===== config.mk =====
export PLATFORM = sky130hd
export DESIGN_NAME = chunked_stream_framer_crc32
export DESIGN_NICKNAME = d
export VERILOG_FILES = /design/src/hdl/csfc_pkg.sv /design/src/hdl/chunked_stream_framer_crc32.sv /design/src/hdl/csfc_div.sv
export SDC_FILE = /design/constraint.sdc
export NUM_CORES = 1
export LEC_CHECK = 0
export BUFFER_PORTS_ARGS = -buffer_cell sky130_fd_sc_hd__buf_2
export CORE_MARGIN = 2
export CORE_UTILIZATION = 63
export CTS_CLUSTER_SIZE = 12
export DETAILED_ROUTE_END_ITERATION = 10
export PLACE_DENSITY = 0.81
export SLEW_MARGIN = 15
export SYNTH_ARGS = -nofsm -noshare
export SYNTH_HDL_FRONTEND = slang
export SYNTH_SLANG_ARGS = --single-unit

===== constraint.sdc =====
create_clock -name clk -period 8.6 [get_ports clk]
set_input_delay 0 -clock clk [delete_from_list [all_inputs] [get_ports clk]]
set_output_delay 0 -clock clk [all_outputs]
set_load 0.01 [all_outputs]

===== src/hdl/csfc_pkg.sv =====
// Package: request/result types, microcode format, program ROM and helper functions.
package csfc_pkg;

  typedef struct packed {
    logic        req_type;
    logic [15:0] peer_mtu;
    logic [31:0] payload_length;
    logic [7:0]  payload_byte;
  } req_t;

  typedef struct packed {
    logic [7:0] frame_byte;
    logic [1:0] frame_kind;
    logic       frame_last;
    logic       last;
  } res_t;

  localparam logic        REQ_START = 1'b0;
  localparam logic        REQ_BYTE  = 1'b1;

  localparam logic [1:0]  KIND_HDR  = 2'd0;
  localparam logic [1:0]  KIND_DATA = 2'd1;
  localparam logic [1:0]  KIND_END  = 2'd2;
  localparam logic [1:0]  KIND_ERR  = 2'd3;

  localparam logic [7:0]  TAG_HDR   = 8'h01;
  localparam logic [7:0]  TAG_DATA  = 8'h02;
  localparam logic [7:0]  TAG_END   = 8'h03;
  localparam logic [7:0]  TAG_ERR   = 8'h7F;

  localparam logic [15:0] MTU_MIN   = 16'd23;
  localparam logic [15:0] CHUNK_OVH = 16'd6;
  localparam logic [15:0] MAX_CHUNK = 16'd240;
  localparam logic [15:0] MIN_CHUNK = 16'd16;

  localparam logic [31:0] CRC_POLY  = 32'hEDB88320;

  localparam int          DVD_W     = 33;
  localparam int          DCNT_W    = 6;

  localparam int          IDX_W     = 5;
  localparam logic [IDX_W-1:0] ERR_LAST = 5'd16;

  // byte sources
  localparam logic [3:0] SRC_CONST  = 4'd0;
  localparam logic [3:0] SRC_CNT_HI = 4'd1;
  localparam logic [3:0] SRC_CNT_LO = 4'd2;
  localparam logic [3:0] SRC_LEN3   = 4'd3;
  localparam logic [3:0] SRC_LEN2   = 4'd4;
  localparam logic [3:0] SRC_LEN1   = 4'd5;
  localparam logic [3:0] SRC_LEN0   = 4'd6;
  localparam logic [3:0] SRC_SEQ_HI = 4'd7;
  localparam logic [3:0] SRC_SEQ_LO = 4'd8;
  localparam logic [3:0] SRC_PB     = 4'd9;
  localparam logic [3:0] SRC_CRC3   = 4'd10;
  localparam logic [3:0] SRC_CRC2   = 4'd11;
  localparam logic [3:0] SRC_CRC1   = 4'd12;
  localparam logic [3:0] SRC_CRC0   = 4'd13;
  localparam logic [3:0] SRC_ERR    = 4'd14;

  // frame_last modes
  localparam logic [1:0] FL_0    = 2'd0;
  localparam logic [1:0] FL_1    = 2'd1;
  localparam logic [1:0] FL_DATA = 2'd2;
  localparam logic [1:0] FL_IDX  = 2'd3;

  // last modes
  localparam logic [2:0] LS_0     = 3'd0;
  localparam logic [2:0] LS_1     = 3'd1;
  localparam logic [2:0] LS_LENNZ = 3'd2;
  localparam logic [2:0] LS_NSEND = 3'd3;
  localparam logic [2:0] LS_IDX   = 3'd4;

  // datapath actions
  localparam logic [2:0] ACT_NONE    = 3'd0;
  localparam logic [2:0] ACT_SETUP   = 3'd1;
  localparam logic [2:0] ACT_COMMIT  = 3'd2;
  localparam logic [2:0] ACT_BYTE    = 3'd3;
  localparam logic [2:0] ACT_IDX_CLR = 3'd4;
  localparam logic [2:0] ACT_IDX_INC = 3'd5;

  // jump conditions
  localparam logic [2:0] C_NONE  = 3'd0;
  localparam logic [2:0] C_ALW   = 3'd1;
  localparam logic [2:0] C_BUSY  = 3'd2;
  localparam logic [2:0] C_OVF   = 3'd3;
  localparam logic [2:0] C_LENNZ = 3'd4;
  localparam logic [2:0] C_IDXNE = 3'd5;
  localparam logic [2:0] C_NSEND = 3'd6;

  localparam int PC_W = 5;

  localparam logic [PC_W-1:0] PC_IDLE  = 5'd0;
  localparam logic [PC_W-1:0] PC_START = 5'd1;
  localparam logic [PC_W-1:0] PC_DIVW  = 5'd2;
  localparam logic [PC_W-1:0] PC_OVCHK = 5'd3;
  localparam logic [PC_W-1:0] PC_HDR0  = 5'd4;
  localparam logic [PC_W-1:0] PC_HDR1  = 5'd5;
  localparam logic [PC_W-1:0] PC_HDR2  = 5'd6;
  localparam logic [PC_W-1:0] PC_HDR3  = 5'd7;
  localparam logic [PC_W-1:0] PC_HDR4  = 5'd8;
  localparam logic [PC_W-1:0] PC_HDR5  = 5'd9;
  localparam logic [PC_W-1:0] PC_HDR6  = 5'd10;
  localparam logic [PC_W-1:0] PC_END0  = 5'd11;
  localparam logic [PC_W-1:0] PC_END1  = 5'd12;
  localparam logic [PC_W-1:0] PC_END2  = 5'd13;
  localparam logic [PC_W-1:0] PC_END3  = 5'd14;
  localparam logic [PC_W-1:0] PC_END4  = 5'd15;
  localparam logic [PC_W-1:0] PC_ERR0  = 5'd16;
  localparam logic [PC_W-1:0] PC_ERRT  = 5'd17;
  localparam logic [PC_W-1:0] PC_ERRX  = 5'd18;
  localparam logic [PC_W-1:0] PC_DPRE0 = 5'd19;
  localparam logic [PC_W-1:0] PC_DPRE1 = 5'd20;
  localparam logic [PC_W-1:0] PC_DPRE2 = 5'd21;
  localparam logic [PC_W-1:0] PC_DBYTE = 5'd22;
  localparam logic [PC_W-1:0] PC_DEND  = 5'd23;

  typedef struct packed {
    logic            emit;
    logic [3:0]      src;
    logic [7:0]      cval;
    logic [1:0]      kind;
    logic [1:0]      fl;
    logic [2:0]      ls;
    logic [2:0]      act;
    logic [2:0]      cond;
    logic [PC_W-1:0] tgt;
  } ucw_t;

  function automatic ucw_t mk(input logic emit, input logic [3:0] src, input logic [7:0] cval,
                              input logic [1:0] kind, input logic [1:0] fl,
                              input logic [2:0] ls, input logic [2:0] act,
                              input logic [2:0] cond, input logic [PC_W-1:0] tgt);
    ucw_t w;
    w.emit = emit;
    w.src  = src;
    w.cval = cval;
    w.kind = kind;
    w.fl   = fl;
    w.ls   = ls;
    w.act  = act;
    w.cond = cond;
    w.tgt  = tgt;
    return w;
  endfunction

  function automatic ucw_t ucode(input logic [PC_W-1:0] pc);
    ucw_t w;
    unique case (pc)
      PC_IDLE:  w = mk(1'b0, SRC_CONST, 8'd0, KIND_HDR, FL_0, LS_0, ACT_NONE, C_ALW, PC_IDLE);
      PC_START: w = mk(1'b0, SRC_CONST, 8'd0, KIND_HDR, FL_0, LS_0, ACT_SETUP, C_NONE, PC_IDLE);
      PC_DIVW:  w = mk(1'b0, SRC_CONST, 8'd0, KIND_HDR, FL_0, LS_0, ACT_NONE, C_BUSY, PC_DIVW);
      PC_OVCHK: w = mk(1'b0, SRC_CONST, 8'd0, KIND_HDR, FL_0, LS_0, ACT_NONE, C_OVF, PC_ERR0);
      PC_HDR0:  w = mk(1'b1, SRC_CONST, TAG_HDR, KIND_HDR, FL_0, LS_0, ACT_COMMIT, C_NONE,
                       PC_IDLE);
      PC_HDR1:  w = mk(1'b1, SRC_CNT_HI, 8'd0, KIND_HDR, FL_0, LS_0, ACT_NONE, C_NONE, PC_IDLE);
      PC_HDR2:  w = mk(1'b1, SRC_CNT_LO, 8'd0, KIND_HDR, FL_0, LS_0, ACT_NONE, C_NONE, PC_IDLE);
      PC_HDR3:  w = mk(1'b1, SRC_LEN3, 8'd0, KIND_HDR, FL_0, LS_0, ACT_NONE, C_NONE, PC_IDLE);
      PC_HDR4:  w = mk(1'b1, SRC_LEN2, 8'd0, KIND_HDR, FL_0, LS_0, ACT_NONE, C_NONE, PC_IDLE);
      PC_HDR5:  w = mk(1'b1, SRC_LEN1, 8'd0, KIND_HDR, FL_0, LS_0, ACT_NONE, C_NONE, PC_IDLE);
      PC_HDR6:  w = mk(1'b1, SRC_LEN0, 8'd0, KIND_HDR, FL_1, LS_LENNZ, ACT_NONE, C_LENNZ,
                       PC_IDLE);
      PC_END0:  w = mk(1'b1, SRC_CONST, TAG_END, KIND_END, FL_0, LS_0, ACT_NONE, C_NONE,
                       PC_IDLE);
      PC_END1:  w = mk(1'b1, SRC_CRC3, 8'd0, KIND_END, FL_0, LS_0, ACT_NONE, C_NONE, PC_IDLE);
      PC_END2:  w = mk(1'b1, SRC_CRC2, 8'd0, KIND_END, FL_0, LS_0, ACT_NONE, C_NONE, PC_IDLE);
      PC_END3:  w = mk(1'b1, SRC_CRC1, 8'd0, KIND_END, FL_0, LS_0, ACT_NONE, C_NONE, PC_IDLE);
      PC_END4:  w = mk(1'b1, SRC_CRC0, 8'd0, KIND_END, FL_1, LS_1, ACT_NONE, C_ALW, PC_IDLE);
      PC_ERR0:  w = mk(1'b1, SRC_CONST, TAG_ERR, KIND_ERR, FL_0, LS_0, ACT_IDX_CLR, C_NONE,
                       PC_IDLE);
      PC_ERRT:  w = mk(1'b1, SRC_ERR, 8'd0, KIND_ERR, FL_IDX, LS_IDX, ACT_IDX_INC, C_IDXNE,
                       PC_ERRT);
      PC_ERRX:  w = mk(1'b0, SRC_CONST, 8'd0, KIND_ERR, FL_0, LS_0, ACT_NONE, C_ALW, PC_IDLE);
      PC_DPRE0: w = mk(1'b1, SRC_CONST, TAG_DATA, KIND_DATA, FL_0, LS_0, ACT_NONE, C_NONE,
                       PC_IDLE);
      PC_DPRE1: w = mk(1'b1, SRC_SEQ_HI, 8'd0, KIND_DATA, FL_0, LS_0, ACT_NONE, C_NONE,
                       PC_IDLE);
      PC_DPRE2: w = mk(1'b1, SRC_SEQ_LO, 8'd0, KIND_DATA, FL_0, LS_0, ACT_NONE, C_NONE,
                       PC_IDLE);
      PC_DBYTE: w = mk(1'b1, SRC_PB, 8'd0, KIND_DATA, FL_DATA, LS_NSEND, ACT_BYTE, C_NSEND,
                       PC_IDLE);
      PC_DEND:  w = mk(1'b0, SRC_CONST, 8'd0, KIND_DATA, FL_0, LS_0, ACT_NONE, C_ALW, PC_END0);
      default:  w = mk(1'b0, SRC_CONST, 8'd0, KIND_HDR, FL_0, LS_0, ACT_NONE, C_ALW, PC_IDLE);
    endcase
    return w;
  endfunction

  function automatic logic [7:0] err_char(input logic [IDX_W-1:0] idx);
    logic [7:0] c;
    unique case (idx)
      5'd0:    c = 8'h70;
      5'd1:    c = 8'h61;
      5'd2:    c = 8'h79;
      5'd3:    c = 8'h6C;
      5'd4:    c = 8'h6F;
      5'd5:    c = 8'h61;
      5'd6:    c = 8'h64;
      5'd7:    c = 8'h20;
      5'd8:    c = 8'h74;
      5'd9:    c = 8'h6F;
      5'd10:   c = 8'h6F;
      5'd11:   c = 8'h20;
      5'd12:   c = 8'h6C;
      5'd13:   c = 8'h61;
      5'd14:   c = 8'h72;
      5'd15:   c = 8'h67;
      5'd16:   c = 8'h65;
      default: c = 8'h00;
    endcase
    return c;
  endfunction

  function automatic logic [31:0] crc_byte(input logic [31:0] crc, input logic [7:0] b);
    logic [31:0] c;
    c = crc ^ {24'd0, b};
    for (int i = 0; i < 8; i++) begin
      c = c[0] ? ((c >> 1) ^ CRC_POLY) : (c >> 1);
    end
    return c;
  endfunction

endpackage


===== src/hdl/chunked_stream_framer_crc32.sv =====
// Top level: microcoded framer that turns start and byte requests into frame bytes.
//
// Input channel in_valid/in_stall/in_data carries one request: a start request
// (peer MTU and payload length) or one payload byte. Output channel
// out_valid/out_stall/out_data carries one frame byte per transfer, tagged with
// its frame kind, end-of-frame flag and a last flag on the final byte a
// request causes. Requests that cause nothing (start while a stream runs,
// byte while none runs) are taken without leaving the idle step.
// A start request runs the bit-serial chunk-count divider and then sends the
// 7-byte header and, for an empty payload, the END frame; on chunk-count
// overflow it sends the error frame instead. A payload byte inside a chunk
// sends its data byte, the first byte of a chunk comes after the DATA prefix,
// and the last byte of the stream is followed by the END frame. The output
// register passes one frame byte per cycle while the receiver does not stall.
// in_stall is high while a request is being worked on. When the receiver
// stalls, the sequencer holds on its current output step and the registered
// byte stays on out_data. Reset clears the stream state and empties the
// output register.
module chunked_stream_framer_crc32 (
  input  logic           clk,
  input  logic           rst_n,
  input  logic           in_valid,
  output logic           in_stall,
  input  csfc_pkg::req_t in_data,
  output logic           out_valid,
  input  logic           out_stall,
  output csfc_pkg::res_t out_data
);
  import csfc_pkg::*;

  logic [PC_W-1:0]  pc_r, pc_nxt;
  ucw_t             uw;
  req_t             req_r;
  logic             active_r;
  logic [31:0]      total_len_r;
  logic [31:0]      seen_r;
  logic [7:0]       chunk_r;
  logic [7:0]       pos_r;
  logic [15:0]      seq_r;
  logic [31:0]      crc_r;
  logic [IDX_W-1:0] idx_r;
  logic             out_valid_r;
  res_t             out_r;

  logic             in_acc, out_free, fire, step_go, emit_go, cond_hit;
  logic [15:0]      mtu_lo, mtu_cs;
  logic [7:0]       cs_w;
  logic [8:0]       pos_inc;
  logic [32:0]      seen_inc;
  logic             chunk_end, stream_end;
  logic [7:0]       byte_w;
  logic             flast_w, last_w;
  logic [31:0]      crc_out;
  logic             div_busy, div_ovf, div_start;
  logic [15:0]      div_q;
  logic [DVD_W-1:0] div_dvd;

  assign uw       = ucode(pc_r);
  assign in_stall = (pc_r != PC_IDLE);
  assign in_acc   = in_valid && !in_stall;
  assign out_free = !out_valid_r || !out_stall;
  assign fire     = !uw.emit || out_free;
  assign step_go  = (pc_r != PC_IDLE) && fire;
  assign emit_go  = step_go && uw.emit;

  assign mtu_lo  = (req_r.peer_mtu < MTU_MIN) ? MTU_MIN : req_r.peer_mtu;
  assign mtu_cs  = mtu_lo - CHUNK_OVH;
  always_comb begin
    priority if (mtu_cs > MAX_CHUNK) cs_w = MAX_CHUNK[7:0];
    else if (mtu_cs < MIN_CHUNK) cs_w = MIN_CHUNK[7:0];
    else cs_w = mtu_cs[7:0];
  end

  assign div_dvd   = {1'b0, req_r.payload_length} + {25'd0, cs_w} - DVD_W'(1);
  assign div_start = step_go && (uw.act == ACT_SETUP);

  csfc_div u_div (
    .clk      (clk),
    .rst_n    (rst_n),
    .start    (div_start),
    .dividend (div_dvd),
    .divisor  (cs_w),
    .busy     (div_busy),
    .quot     (div_q),
    .ovf      (div_ovf)
  );

  assign pos_inc    = {1'b0, pos_r} + 9'd1;
  assign chunk_end  = pos_inc >= {1'b0, chunk_r};
  assign seen_inc   = {1'b0, seen_r} + 33'd1;
  assign stream_end = seen_inc >= {1'b0, total_len_r};
  assign crc_out    = ~crc_r;

  always_comb begin
    unique case (uw.cond)
      C_NONE:  cond_hit = 1'b0;
      C_ALW:   cond_hit = 1'b1;
      C_BUSY:  cond_hit = div_busy;
      C_OVF:   cond_hit = div_ovf;
      C_LENNZ: cond_hit = (total_len_r != 32'd0);
      C_IDXNE: cond_hit = (idx_r != ERR_LAST);
      C_NSEND: cond_hit = !stream_end;
      default: cond_hit = 1'b0;
    endcase
  end

  always_comb begin
    pc_nxt = pc_r;
    if (pc_r == PC_IDLE) begin
      if (in_acc) begin
        priority if (in_data.req_type == REQ_START && !active_r) pc_nxt = PC_START;
        else if (in_data.req_type == REQ_BYTE && active_r && pos_r == 8'd0) pc_nxt = PC_DPRE0;
        else if (in_data.req_type == REQ_BYTE && active_r) pc_nxt = PC_DBYTE;
        else pc_nxt = PC_IDLE;
      end
    end else if (fire) begin
      pc_nxt = cond_hit ? uw.tgt : pc_r + PC_W'(1);
    end
  end

  always_comb begin
    unique case (uw.src)
      SRC_CNT_HI: byte_w = div_q[15:8];
      SRC_CNT_LO: byte_w = div_q[7:0];
      SRC_LEN3:   byte_w = total_len_r[31:24];
      SRC_LEN2:   byte_w = total_len_r[23:16];
      SRC_LEN1:   byte_w = total_len_r[15:8];
      SRC_LEN0:   byte_w = total_len_r[7:0];
      SRC_SEQ_HI: byte_w = seq_r[15:8];
      SRC_SEQ_LO: byte_w = seq_r[7:0];
      SRC_PB:     byte_w = req_r.payload_byte;
      SRC_CRC3:   byte_w = crc_out[31:24];
      SRC_CRC2:   byte_w = crc_out[23:16];
      SRC_CRC1:   byte_w = crc_out[15:8];
      SRC_CRC0:   byte_w = crc_out[7:0];
      SRC_ERR:    byte_w = err_char(idx_r);
      default:    byte_w = uw.cval;
    endcase
  end

  always_comb begin
    unique case (uw.fl)
      FL_0:    flast_w = 1'b0;
      FL_1:    flast_w = 1'b1;
      FL_DATA: flast_w = chunk_end || stream_end;
      FL_IDX:  flast_w = (idx_r == ERR_LAST);
    endcase
  end

  always_comb begin
    unique case (uw.ls)
      LS_0:     last_w = 1'b0;
      LS_1:     last_w = 1'b1;
      LS_LENNZ: last_w = (total_len_r != 32'd0);
      LS_NSEND: last_w = !stream_end;
      LS_IDX:   last_w = (idx_r == ERR_LAST);
      default:  last_w = 1'b0;
    endcase
  end

  always_ff @(posedge clk) begin
    if (!rst_n) begin
      pc_r        <= PC_IDLE;
      active_r    <= 1'b0;
      total_len_r <= '0;
      seen_r      <= '0;
      chunk_r     <= MIN_CHUNK[7:0];
      pos_r       <= '0;
      seq_r       <= '0;
      crc_r       <= '1;
      idx_r       <= '0;
      out_valid_r <= 1'b0;
    end else begin
      pc_r <= pc_nxt;
      if (emit_go) begin
        out_valid_r <= 1'b1;
      end else if (!out_stall) begin
        out_valid_r <= 1'b0;
      end
      if (step_go) begin
        unique case (uw.act)
          ACT_SETUP: begin
            chunk_r     <= cs_w;
            total_len_r <= req_r.payload_length;
          end
          ACT_COMMIT: begin
            seen_r   <= '0;
            pos_r    <= '0;
            seq_r    <= '0;
            crc_r    <= '1;
            active_r <= (total_len_r != 32'd0);
          end
          ACT_BYTE: begin
            crc_r  <= crc_byte(crc_r, req_r.payload_byte);
            seen_r <= seen_inc[31:0];
            if (chunk_end) begin
              pos_r <= '0;
              seq_r <= seq_r + 16'd1;
            end else begin
              pos_r <= pos_inc[7:0];
            end
            if (stream_end) begin
              active_r <= 1'b0;
            end
          end
          ACT_IDX_CLR: idx_r <= '0;
          ACT_IDX_INC: idx_r <= idx_r + IDX_W'(1);
          default: ;
        endcase
      end
    end
  end

  always_ff @(posedge clk) begin
    if (in_acc) begin
      req_r <= in_data;
    end
    if (emit_go) begin
      out_r.frame_byte <= byte_w;
      out_r.frame_kind <= uw.kind;
      out_r.frame_last <= flast_w;
      out_r.last       <= last_w;
    end
  end

  assign out_valid = out_valid_r;
  assign out_data  = out_r;

endmodule


===== src/hdl/csfc_div.sv =====
// Bit-serial restoring divider for the chunk count, with overflow above 16 bits.
module csfc_div (
  input  logic                       clk,
  input  logic                       rst_n,
  input  logic                       start,
  input  logic [csfc_pkg::DVD_W-1:0] dividend,
  input  logic [7:0]                 divisor,
  output logic                       busy,
  output logic [15:0]                quot,
  output logic                       ovf
);
  import csfc_pkg::*;

  logic              busy_r;
  logic [DCNT_W-1:0] cnt_r;
  logic [DVD_W-1:0]  dvd_r;
  logic [7:0]        dsr_r;
  logic [7:0]        rem_r;
  logic [15:0]       q_r;
  logic              ovf_r;
  logic [8:0]        rem_sh;
  logic [8:0]        rem_df;
  logic              take;

  assign rem_sh = {rem_r, dvd_r[DVD_W-1]};
  assign rem_df = rem_sh - {1'b0, dsr_r};
  assign take   = rem_sh >= {1'b0, dsr_r};

  always_ff @(posedge clk) begin
    if (!rst_n) begin
      busy_r <= 1'b0;
      cnt_r  <= '0;
    end else if (start) begin
      busy_r <= 1'b1;
      cnt_r  <= DCNT_W'(DVD_W);
    end else if (busy_r) begin
      cnt_r <= cnt_r - DCNT_W'(1);
      if (cnt_r == DCNT_W'(1)) begin
        busy_r <= 1'b0;
      end
    end
  end

  always_ff @(posedge clk) begin
    if (start) begin
      dvd_r <= dividend;
      dsr_r <= divisor;
      rem_r <= '0;
      q_r   <= '0;
      ovf_r <= 1'b0;
    end else if (busy_r) begin
      dvd_r <= {dvd_r[DVD_W-2:0], 1'b0};
      rem_r <= take ? rem_df[7:0] : rem_sh[7:0];
      q_r   <= {q_r[14:0], take};
      ovf_r <= ovf_r | q_r[15];
    end
  end

  assign busy = busy_r;
  assign quot = q_r;
  assign ovf  = ovf_r;

endmodule


Word-level counts from Yosys, hierarchy flattened
Memory sizes are Yosys's and may differ from the RTL's. A register that Yosys moved wholly into a read port is not among the register bits. Cells that the tools add are included.

Flip-flop bits (word level): 281. ROM bits: 1152. Input port bits: 61. Word-level logic and storage cells: 172. Memories kept: 2.

Memory list: (no name shown) (depth 32, width 29, rd ports 1, clocked after Yosys merged registers in 1, wr ports 0, line csfc_pkg.sv:149) `unique case (pc)`; (no name shown) (depth 32, width 7, rd ports 1, clocked after Yosys merged registers in 1, wr ports 0, line csfc_pkg.sv:190) `unique case (idx)`.

$add $sub $neg: 10. Order comparisons: 6. Equal/unequal tests: 39. Multiplexer cells: 45. Bitwise logic cells: 13. Reduce and logical (&&, ||, !) cells: 32.

Operators by type and width (number): 32-bit two-way mux (8); 32-bit case mux with 2 select lines (2); 13-bit NOT with 14-bit output (8); 8-bit case mux with 14 select lines (1); 33-bit two-way mux (2); 5-bit two-way mux (11); 32-bit by 1-bit adder with 33-bit output, second input constant (1); 32-bit by 8-bit adder with 33-bit output (1); 33-bit by 32-bit greater-or-equal comparator with 1-bit output (1); 33-bit by 1-bit subtractor with 33-bit output, second input constant (1); 16-bit by 5-bit less-than comparator with 1-bit output, second input constant (2); 16-bit two-way mux (2); 8-bit two-way mux (4); 32-bit NOT (1); 16-bit case mux with 2 select lines (1); 32-bit nonzero test (1); 32-bit by 8-bit bitwise XOR with 32-bit output (1); 4-bit == test, second input constant (7); 3-bit by 2-bit == test with 1-bit output, second input constant (6); 3-bit == test, second input constant (6); 9-bit by 8-bit greater-or-equal comparator with 1-bit output (2); 16-bit by 1-bit adder with 16-bit output, second input constant (1); 4-bit by 3-bit == test with 1-bit output, second input constant (4); 16-bit by 8-bit greater-than comparator with 1-bit output, second input constant (1); other kinds (35) (70).

Longest topological paths before layout
Depth in word-level cells: 18. Mapped depth: 25. Depth with buffers taken out: 25.

By module
Synthesis repeated with hierarchy kept, for this count alone.

Cell total of the unflattened synthesis: 2055. Area, all modules: 18103.6 µm².

By module, submodules not included: chunked_stream_framer_crc32 (times used 1, cells each 1778, area each 14779.2 µm², seq. area each 5485.3 µm²); csfc_div (times used 1, cells each 277, area each 3324.4 µm², seq. area each 1871.8 µm²).

Least setup slack after synthesis
Ideal clock, no wire load.

Path type: reg2reg. Start point: register req_r[48] (netlist name). End point: register u_div.dvd_r[29] (data pin). Library setup time: 0.269 ns. Arrival time: 5.882 ns. Path slack: 2.450 ns. Stages on the path, launching flop included: 25. Clock period less this slack: 6.150 ns. Path through: edfxtp_1 or4_1 a2111o_1 nand2b_1 ha_1 nand3b_1 nor2_1 xnor2_1 nor2_1 a211oi_1 nand2_1 ha_1 inv_1 ha_1 fa_1 a21o_1 a21o_1 a2111oi_0 o21ai_0 a31oi_1 a211oi_1 or3_1 a31oi_1 xor2_1 o21ai_0.

Word-level cells in the longest chain between the ends: 9. Elaborated cells between the ends (all ways): 10.

RTL lines: start: declaration (line chunked_stream_framer_crc32.sv:33) `req_t req_r;`; start signal: assignment (line chunked_stream_framer_crc32.sv:216) `req_r <= in_data;`; 16-bit by 5-bit less-than comparator with 1-bit output (line chunked_stream_framer_crc32.sv:66) `assign mtu_lo = (req_r.peer_mtu < MTU_MIN) ? MTU_MIN : req_r.peer_mtu;`; 16-bit two-way mux * (line chunked_stream_framer_crc32.sv:66); 16-bit by 3-bit subtractor with 16-bit output * (line chunked_stream_framer_crc32.sv:67) `assign mtu_cs = mtu_lo - CHUNK_OVH;`; 16-bit by 5-bit less-than comparator with 1-bit output (line chunked_stream_framer_crc32.sv:70) `else if (mtu_cs < MIN_CHUNK) cs_w = MIN_CHUNK[7:0];`; 8-bit two-way mux (line chunked_stream_framer_crc32.sv:70); 8-bit two-way mux * (line chunked_stream_framer_crc32.sv:69) `priority if (mtu_cs > MAX_CHUNK) cs_w = MAX_CHUNK[7:0];`; 32-bit by 8-bit adder with 33-bit output * (line chunked_stream_framer_crc32.sv:74) `assign div_dvd = {1'b0, req_r.payload_length} + {25'd0, cs_w} - DVD_W'(1);`; 33-bit by 1-bit subtractor with 33-bit output * (line chunked_stream_framer_crc32.sv:74); 33-bit two-way mux * (line csfc_div.sv:45) `if (start) begin`; end signal: assignment (line csfc_div.sv:46) `dvd_r <= dividend;`; end signal: assignment (line csfc_div.sv:52) `dvd_r <= {dvd_r[DVD_W-2:0], 1'b0};`; end: declaration (line csfc_div.sv:16) `logic [DVD_W-1:0] dvd_r;`.

Every way passes the cells marked *; elsewhere a longest branch is shown, timed or not. A chain may end at the register's enable or synchronous reset.

Worst setup path in the final report
Start point: register req_r[48] (netlist name). End point: register u_div.dvd_r[31] (data pin).

The elaborated chain is that of the path after synthesis.

==> results.json <==
{
  "outcome": "completed",
  "cts_tree": "yes",
  "end_kind": "register",
  "post_cts_resized": 0,
  "p_leak_nw": 8.08,
  "drtAntennaViolNets": 0,
  "synth-adder-area-share_pct": 7.67,
  "switchingPower_mw": 2.29,
  "finalSetupViolations": 0,
  "min_period_ns": 7.30,
  "yosysMostFrequentCell": "nand2_1",
  "rsz0062_at_grt": "false",
  "netlist.area_leader.share_pct": 22.7,
  "rrSetupSlack_ns": 1.30,
  "vias_per_cell": 6.14,
  "internal-power_mw": 3.74,
  "crit_type": "register to register",
  "synth-compound-area-share_pct": 16.8,
  "die_w_microns": 173,
  "worst-path-max-fanout": 5,
  "post_drt_wl_per_cell_microns": 18.5,
  "synth_top_family_by_area": "simple AND/OR/NAND/NOR gates",
  "dr.pass1.iters": 6,
  "maxSlewViolCount": 0,
  "grt_max_degree": 107,
  "clk_latency_ns": 0.52,
  "synth_simple_gate_area_share_pct": 18.9,
  "antenna_cells": 0,
  "grt-ovfl-total": 0,
  "io-pin-count": 75,
  "maxCapViolCount": 0,
  "fin_tns_setup_ns": 0,
  "ys_ff_latch": 313,
  "critPathArrivalTime_ns": 7.51,
  "worstPathRequired_ns": 8.81,
  "rows": 61,
  "synth_warnings": 0,
  "powerDensity_nw_per_um2": 296,
  "place_area_sq_um": 18600,
  "grt.total_usage_pct": 31.0,
  "cts_buffers": 35,
  "synthArstFlopShare_pct": 0,
  "synthMuxAreaShare_pct": 2.29,
  "hold_viol": 0,
  "tightestPinTransition_ns": 1.20,
  "area_delta_synth_final_pct": 13.1,
  "routed_wl_mm": 47.6,
  "synth_area_sq_um": 18000,
  "fmax_mhz": 137,
  "drc": 0,
  "clock_sinks": 313,
  "clock-skew-final_ns": 0.0276,
  "hold_path.class": "input pin to register",
  "final_cell_area_sq_um": 20300,
  "portBuffers": 74,
  "seqPwrFrac_pct": 35.3,
  "synth_common_cells": "254 x nand2_1, 204 x dfxtp_1, 186 x nor2_1",
  "layout.nets": 2336,
  "core-area_sq_um": 27900,
  "n_fill_cell": 2059,
  "synth_xor_area_share_pct": 8.18,
  "grt_pass1_wl_mm": 76.4,
  "syn_area_per_cell_sq_um": 8.65,
  "cts_root_buffer": "clkbuf_16",
  "synth-edff-count": 109,
  "ys_types": 83,
  "vias": 15800,
  "yosysSeqAreaShare_pct": 40.9,
  "switching_share_pct": 38.0,
  "slew_headroom_pct": 19.5,
  "design.die.area_sq_um": 29900,
  "syn-num-nets": 2250,
  "gp_congestion": 0.951,
  "drt_iter0_drc": 1367,
  "antenna_found_initial": 0,
  "grt_pass1_vias": 15200,
  "irDropWorstVdd_mv": 0.220,
  "die_h_microns": 173,
  "syn_inst": 2080,
  "post_cts_buffers": 0,
  "critPathLaunchType": "register",
  "synth_largest_area_cell": "dfxtp_1",
  "path_clk_slew_ns": 0.06,
  "fin_crit_sh_pct": 84.9,
  "ys_top_cells_by_area": "dfxtp_1 23%, edfxtp_1 18%, ha_1 7.4%",
  "clk_path_buf_depth": 3,
  "htreeDepth": 2,
  "clkPwrFrac_pct": 25.4,
  "dpl.hpwl_mm": 32.3,
  "postCtsHoldBufs": 57,
  "synth_ff_type": "dfxtp_1",
  "pwr-share-comb_pct": 39.3,
  "start_util_pct": 64.4,
  "post_route_cells_drive_above_1_share_pct": 8.58
}
==> logic make-up after synthesis <==
family                     after synthesis
muxes                                   40
and+or+nand+nor                        716
buffers and inverters                  252
xor gates and xnor gates               168
adders and majority gates              109
DFF                                    313
AOI/OAI and AO/OA                      482
==> per-stage QoR <==
step                instances  hold WS [ns]  total power, mW  utilization, %  setup slack, ns
floorplan                2080        0.0989             3.84               -             2.45
finish                   2570        0.0630             6.02            72.8             1.30
global route             2570        0.0792             6.35            72.8            0.907
global placement         2450         0.177             4.34            66.5             1.70
detailed placement       2450         0.178             4.41            66.5             1.54
CTS                      2570        0.0535             5.97            72.8             1.49
==> state kept, by name (all words and copies together) (netlist names), 12 cells and up, named ones only <==
name         flops
req_r           56
u_div.dvd_r     33
crc_r           32
seen_r          32
total_len_r     32
uw              25
seq_r           16
u_div.quot      16
out_data        12
==> routing by layer <==
layer,global-route usage (%),vias to the layer above,part of all wire [%]
li1,-,7489,-
met1,40.9,7440,41
met2,52.2,703,48
met3,4.57,140,7.5
met4,10.6,0,3.4
met5,0,-,0
==> path summary, 6_finish.rpt <==
kind	from	endpoint	cells past startpoint
max	req_r[48]	u_div.dvd_r[31]	24
min	rst_n	crc_r[24]	2
max reg2reg	req_r[48]	u_div.dvd_r[31]	24
min reg2reg	uw[16]	out_data[2]	0
==> placed cells by master, fill, tap and decap left out, types with 11 or more instances in the layout <==
cell,instances
xor2_1,50
nor4_1,24
xnor2_1,118
or3_1,11
ha_1,107
buf_2,74
nand3_1,64
nand4_1,16
a21oi_1,157
a22oi_1,24
mux2i_1,34
o211ai_1,18
nand2b_1,18
nand2_1,253
a21o_1,29
o21a_1,11
buf_4,16
edfxtp_1,109
dfxtp_1,203
clkbuf_16,38
nor2b_1,21
o22ai_1,35
a211oi_1,24
inv_1,151
and3_1,29
nor3_1,39
o21ai_0,101
nor2_1,185
dlygate4sd3_1,57
==> power by group through the flow <==
stage               clock [mW]  sequential, mW  combinational (mW)
finish                    1.53            2.13                2.37
CTS                       1.54            2.12                2.32
global route              1.59            2.15                2.61
floorplan                    0            2.06                1.77
global placement             0            2.14                2.20
detailed placement           0            2.14                2.27
==> area by class of cell <==
| class | count | area, sq um | area share [%] |
|---|---|---|---|
| Multi-Input combinational cell | 1515 | 9690 | 47.6 |
| Sequential cell | 313 | 7360 | 36.2 |
| Clock buffer | 57 | 1100 | 5.43 |
| Timing Repair Buffer | 147 | 1060 | 5.22 |
| Inverter | 154 | 578 | 2.84 |
| Tap cell | 378 | 473 | 2.32 |
| Clock inverter | 6 | 78.8 | 0.387 |
==> worst max-delay path: stages (launching register included) <==
cell	delay, ns
edfxtp_1	0.45
or4_1	0.59
a2111o_1	0.47
nand2b_1	0.12
ha_1	0.23
nand3b_1	0.21
nor2_1	0.08
xnor2_1	0.23
nor2_1	0.09
a211oi_1	0.47
nand2_1	0.19
ha_1	0.32
inv_1	0.04
ha_1	0.22
fa_1	0.41
a21o_1	0.19
a21o_1	0.20
a2111oi_0	0.62
o21ai_0	0.44
a31oi_1	0.39
a211oi_1	0.19
o41ai_1	0.43
o21bai_1	0.16
xnor2_1	0.15
o21ai_0	0.09
Note: power is estimated with default switching activity, not from simulation.
